$ cat config.mk
export PLATFORM = sky130hd
export DESIGN_NAME = tasa_div
export DESIGN_NICKNAME = d
export VERILOG_FILES = /design/src/hw/rtl/tasa_pkg.sv /design/src/hw/rtl/tasa_div.sv
export SDC_FILE = /design/constraint.sdc
export NUM_CORES = 1
export LEC_CHECK = 0
export ABC_AREA = 0
export BUFFER_PORTS_ARGS = -buffer_cell sky130_fd_sc_hd__clkbuf_2
export CAP_MARGIN = 25
export CORE_MARGIN = 5
export CORE_UTILIZATION = 49
export DETAILED_ROUTE_END_ITERATION = 6
export GPL_TIMING_DRIVEN = 0
export PLACE_DENSITY = 0.76
export SKIP_LAST_GASP = 1
export SLEW_MARGIN = 20
export SYNTH_ARGS = -nofsm -noshare
export SYNTH_HDL_FRONTEND = slang
export SYNTH_SLANG_ARGS = --single-unit
$ cat constraint.sdc
create_clock -name clk -period 2.4 [get_ports clk]
set_input_delay 0.36 -clock clk [delete_from_list [all_inputs] [get_ports clk]]
set_output_delay 0.36 -clock clk [all_outputs]
set_load 0.03 [all_outputs]
$ cat src/hw/rtl/tasa_pkg.sv
package tasa_pkg;

    // default sizes
    localparam int MAX_DIM_DEF     = 64;
    localparam int SAMPLE_BITS_DEF = 16;
    localparam int ACC_BITS_DEF    = 40;

    // fixed field widths
    localparam int RESULT_BITS    = 40;
    localparam int INDEX_BITS     = 12;
    localparam int DIM_CFG_BITS   = 7;
    localparam int CFG_INDEX_BITS = 3;
    localparam int CFG_DATA_BITS  = 7;

    typedef logic [1:0]              axis_mode_t;
    typedef logic [DIM_CFG_BITS-1:0] dim_cfg_t;
    typedef logic [CFG_INDEX_BITS-1:0] cfg_index_t;

    // register indexes
    localparam cfg_index_t CFG_AXIS_MODE    = 3'd0;
    localparam cfg_index_t CFG_MEAN_ENABLE  = 3'd1;
    localparam cfg_index_t CFG_NUM_CHANNELS = 3'd2;
    localparam cfg_index_t CFG_NUM_ROWS     = 3'd3;
    localparam cfg_index_t CFG_NUM_COLS     = 3'd4;

    // reduction axis codes
    localparam axis_mode_t AXIS_ALL  = 2'd0;
    localparam axis_mode_t AXIS_CHAN = 2'd1;
    localparam axis_mode_t AXIS_ROW  = 2'd2;
    localparam axis_mode_t AXIS_COL  = 2'd3;

    localparam dim_cfg_t DIM_RESET = 7'd64;

endpackage

$ cat src/hw/rtl/tasa_div.sv
module tasa_div
    import tasa_pkg::*;
#(
    parameter int DIVIDEND_BITS = ACC_BITS_DEF,
    parameter int DIVISOR_BITS  = 19
)
(
    input  logic                     clk,
    input  logic                     rst_n,
    input  logic                     start,
    input  logic [DIVIDEND_BITS-1:0] dividend,
    input  logic [DIVISOR_BITS-1:0]  divisor,
    output logic                     done,
    output logic [DIVIDEND_BITS-1:0] quotient
);

    localparam int STEP_BITS = $clog2(DIVIDEND_BITS + 1);

    logic [DIVIDEND_BITS-1:0] quo_reg, quo_next;
    logic [DIVISOR_BITS-1:0]  rem_reg, rem_next;
    logic [DIVISOR_BITS-1:0]  dsr_reg, dsr_next;
    logic [STEP_BITS-1:0]     step_reg, step_next;
    logic                     busy_reg, busy_next;
    logic                     done_reg, done_next;
    logic [DIVISOR_BITS:0]    rem_shift;
    logic [DIVISOR_BITS:0]    rem_diff;
    logic                     fits;

    // one restoring step per cycle, most significant bit first
    always_comb
    begin
        rem_shift = {rem_reg, quo_reg[DIVIDEND_BITS-1]};
        rem_diff  = rem_shift - {1'b0, dsr_reg};
        fits      = rem_shift >= {1'b0, dsr_reg};
        quo_next  = quo_reg;
        rem_next  = rem_reg;
        dsr_next  = dsr_reg;
        step_next = step_reg;
        busy_next = busy_reg;
        done_next = 1'b0;
        if (start)
        begin
            quo_next  = dividend;
            rem_next  = '0;
            dsr_next  = divisor;
            step_next = STEP_BITS'(DIVIDEND_BITS);
            busy_next = 1'b1;
        end
        else if (busy_reg)
        begin
            quo_next  = {quo_reg[DIVIDEND_BITS-2:0], fits};
            rem_next  = fits ? rem_diff[DIVISOR_BITS-1:0] : rem_shift[DIVISOR_BITS-1:0];
            step_next = step_reg - STEP_BITS'(1);
            if (step_reg == STEP_BITS'(1))
            begin
                busy_next = 1'b0;
                done_next = 1'b1;
            end
        end
    end

    // control
    always_ff @(posedge clk or negedge rst_n)
    begin
        if (!rst_n)
        begin
            busy_reg <= 1'b0;
            done_reg <= 1'b0;
            step_reg <= '0;
        end
        else
        begin
            busy_reg <= busy_next;
            done_reg <= done_next;
            step_reg <= step_next;
        end
    end

    // datapath
    always_ff @(posedge clk)
    begin
        quo_reg <= quo_next;
        rem_reg <= rem_next;
        dsr_reg <= dsr_next;
    end

    assign done     = done_reg;
    assign quotient = quo_reg;

endmodule

==> run summary <==
The placement-stage worst setup slack is -399 ps, and the initial antenna violation count is 0. When the netlist entered floorplanning its net count stood at 501. The tools report the overall via count from detail_route as 3736.

TritonCTS built the clock tree. The area fraction of the dominant cell type after synthesis is 0.382. The synthesized area divided by synthesized cell count was 11.1 sq um; the delay of the slowest cell on the worst path was 380 ps. STA puts the critical path data arrival time at 3040 ps. The final reports fail on negative setup slack.

For the via count of the first global-routing pass, the log shows 3899. The floorplan step defined a die boundary enclosing 11500 sq um. Global routing finished with a remaining overflow of 0. The overall track demand over capacity in global routing is 0.212, and the number of nets in the finished design is 623.

Counting flops with a built-in enable in the synthesized netlist gives 59. The number of slew-limit violations in the final report was 0. Yosys attributes the largest share of cell area to edfxtp_1, mux2_2, dfxtp_1.

The total DRC errors in the routed layout came out at 0. The worst setup path is captured at a flip-flop. Clock tree root driver cell: clkbuf_8. edfxtp_1 takes more of the synthesized area than any other cell. The post-route standard cell area excluding fillers is 5700 sq um. The total routed wirelength came out at 11800 um. Post-placement cell area: 5360 sq um. The clock transition time at the flip-flop clock pins of the worst setup and hold paths is 100 ps. The most used flip-flop cell after synthesis is edfxtp_1.

After floorplanning, the core was divided into 35 placement rows. The area share of and/or/nand/nor cells after synthesis was 0.111. Height of the die: 107 um. The signal on the critical path passes through inv_1, ha_2, fa_2, and2b_2, o31ai_4, a21o_1, a211o_1, a32o_2, or3_1, a311oi_1. Counting tap cells, the placed design contains a total of 649 instances.

In this run the static leakage power is 2.50 nW. Entering global routing, the biggest net connects 29 pins. The transition at the pin with the smallest max-transition slack was 697 ps; the critical path data required time was 2670 ps. The detailed placer's ending HPWL was 8600 um; the weighted congestion reported at the end of routability-driven placement was 0.907. The flow ran to the end, but the final reports show violations. After synthesis, the most frequently instantiated cells are edfxtp_1, mux2_2, nor2_1, inv_1. For the number of H-tree levels, the log shows 3. The number of sinks on the clock net was 86. The largest individual stage delay along the critical path comes from the cell or3_1. The worst hold slack came out at 171 ps. In this run the horizontal extent of the chip is 107 um.

The logs give 20 for the count of endpoints failing setup in the final report and 0 for the hold violation count in the final report. The fraction of registers with async set/reset was 0.0930. The worst-case setup margin in the final layout was -364 ps; the flip-flop count of the largest register after layout was 40.

The critical path in this run is classified as flip-flop to flip-flop. The total of buffers placed on input and output ports works out to 102. The maximum frequency from static timing analysis was 362 MHz; the final clock skew was 16.0 ps.

The category of the worst setup path launch point was a flip-flop. The detailed router finished its first iteration with 249 violations. The fraction of final layout cells sized beyond drive strength 1 was 0.368; the maximum fanout along the worst path was 7. The initial core utilization came out at 0.502.

The maximum ir drop on the vdd rail was 479 uV; the wire length of the first global-routing pass was 19200 um. After synthesis the cells add up to 4640 sq um. The later pin in the worst-skew pair is clocked with a latency of 360 ps. The run gives 0.507 as the portion of the post-synthesis area used by sequential elements. Number of antenna diodes: 0. The count of TritonRoute iterations in the first routing pass came out at 5. The total of max-cap violations came out at 0. The relative max-transition margin came out at 0.536. The core box area came out at 9240 sq um. The logs give 0 for the remaining number of nets flagged by the antenna check after routing and 673 for the final standard cell count with taps included and fillers excluded. TritonCTS created 9 clock buffers. The multiplexer fraction of the synthesized cell area came out at 0.119. Among all cell types in the netlist, the one instantiated most often is edfxtp_1.

Power spread over the standard cell area amounts to 611 nW/um^2. The post-layout total power is 0.00349 W. The worst hold path class was input pin to flip-flop. The synthesized-area fraction occupied by xor and xnor cells is 0.0226. The post-route minimum period was 2760 ps. The synthesized design contains 86 register bits. The total number of yosys warnings is 0. After technology mapping, the gate count stands at 417.

Routed wirelength normalized by instance count: 17.5 um. The run gives 59 as the unique cell type count in the Yosys netlist. The adder-cell share of the synthesized area works out to 0.0609. The post-synthesis compound-gate area fraction was 0.136. After synthesis, the largest family of logic cells by area is compound AO/OA/AOI/OAI gates. The synthesis-to-finish area growth works out to 22.9%. Setup repair after global routing could not meet its margin everywhere. Pin placement for this block handled 103 I/O pins.

The tools report the number of buffers between clock root and the deepest sink as 2. Final period utilization: 1.15. The mean number of vias per cell was 5.55.
cell type report:
| cell class | count | area (sq um) |
|---|---|---|
| Clock inverter | 5 | 40.0 |
| Sequential cell | 86 | 2350 |
| Buffer | 21 | 118 |
| Fill cell | 765 | 3540 |
| Timing Repair Buffer | 112 | 604 |
| Tap cell | 129 | 161 |
| Multi-Input combinational cell | 282 | 2170 |
| Clock buffer | 11 | 151 |
| Inverter | 27 | 101 |
timing repair:
action                     CTS  global route
setup endpoints to repair   20            27
hold endpoints to repair     8             0
hold buffers                 1             0
pin swaps                    4             6
setup buffers                8             0
resized for setup            5            21
worst max-delay path, delay by kind of cell (launching register included):
kind / cells / cell delay (ps)
simple gates: 2 / 640
compound gates: 5 / 1100
flops: 1 / 370
buf+inv: 1 / 50
fa+ha+maj: 2 / 530
layout by cell type (no fill, tap or decap), types with 4 or more instances in the layout:
cell type and count:
o21ai_0 17, dfrtp_1 8, a211oi_1 6, buf_4 9, nand2_1 25, ha_1 20, xnor2_1 7, inv_1 26
nor3_1 7, nand2b_1 4, mux2i_1 8, clkbuf_8 11, nor2_1 31, dfxtp_1 19, and3_1 4, edfxtp_1 59
xor2_1 5, nor2b_1 5, clkbuf_1 12, a21o_1 4, clkbuf_2 104, o21ai_1 5, a21oi_1 20, nand4_1 7
o211ai_1 5, mux2_2 40
cells by family after synthesis:
| family | count (synthesis) |
|---|---|
| and+or+nand+nor | 103 |
| AOI/OAI and AO/OA | 95 |
| DFF | 86 |
| muxes | 50 |
| buffers and inverters | 49 |
| adders and majority gates | 22 |
| xor gates and xnor gates | 12 |
where the power goes:
group / total, W / internal, W / switching (W)
clock network: 0.000994 / 0.000443 / 0.000551
logic: 0.000695 / 0.000273 / 0.000422
registers: 0.00180 / 0.00172 / 0.0000743
routing by layer:
| layer | GRT usage | wire length, um | part of all wire | vias to the layer above |
|---|---|---|---|---|
| li1 | - | - | - | 1794 |
| met2 | 0.351 | 5670 | 0.48 | 166 |
| met4 | 0.0822 | 254 | 0.022 | 0 |
| met3 | 0.0876 | 1140 | 0.096 | 24 |
| met1 | 0.246 | 4730 | 0.40 | 1752 |
| met5 | 0 | 0 | 0 | - |
worst paths after layout:
path                         startpoint           to  slack [ps]  depth (start not counted)
setup / recovery           quotient[39]   rem_reg[2]        -360                         10
hold / removal               divisor[2]   dsr_reg[2]         170                          1
setup reg to reg           quotient[39]   rem_reg[2]        -360                         10
hold reg to reg              rem_reg[9]   rem_reg[9]         480                          2
max in group asynchronous         rst_n  step_reg[1]        1830                          2
min in group asynchronous         rst_n  step_reg[5]         380                          2
per-stage QoR:
stage          utilization  setup TNS (ps)
2_1_floorplan            -           -5080
3_3_place_gp         0.578          -39680
3_5_place_dp         0.580          -20170
4_1_cts              0.611           -5390
5_1_grt              0.617           -6870
6_report             0.617           -4880
Note: power is estimated with default switching activity, not from simulation.
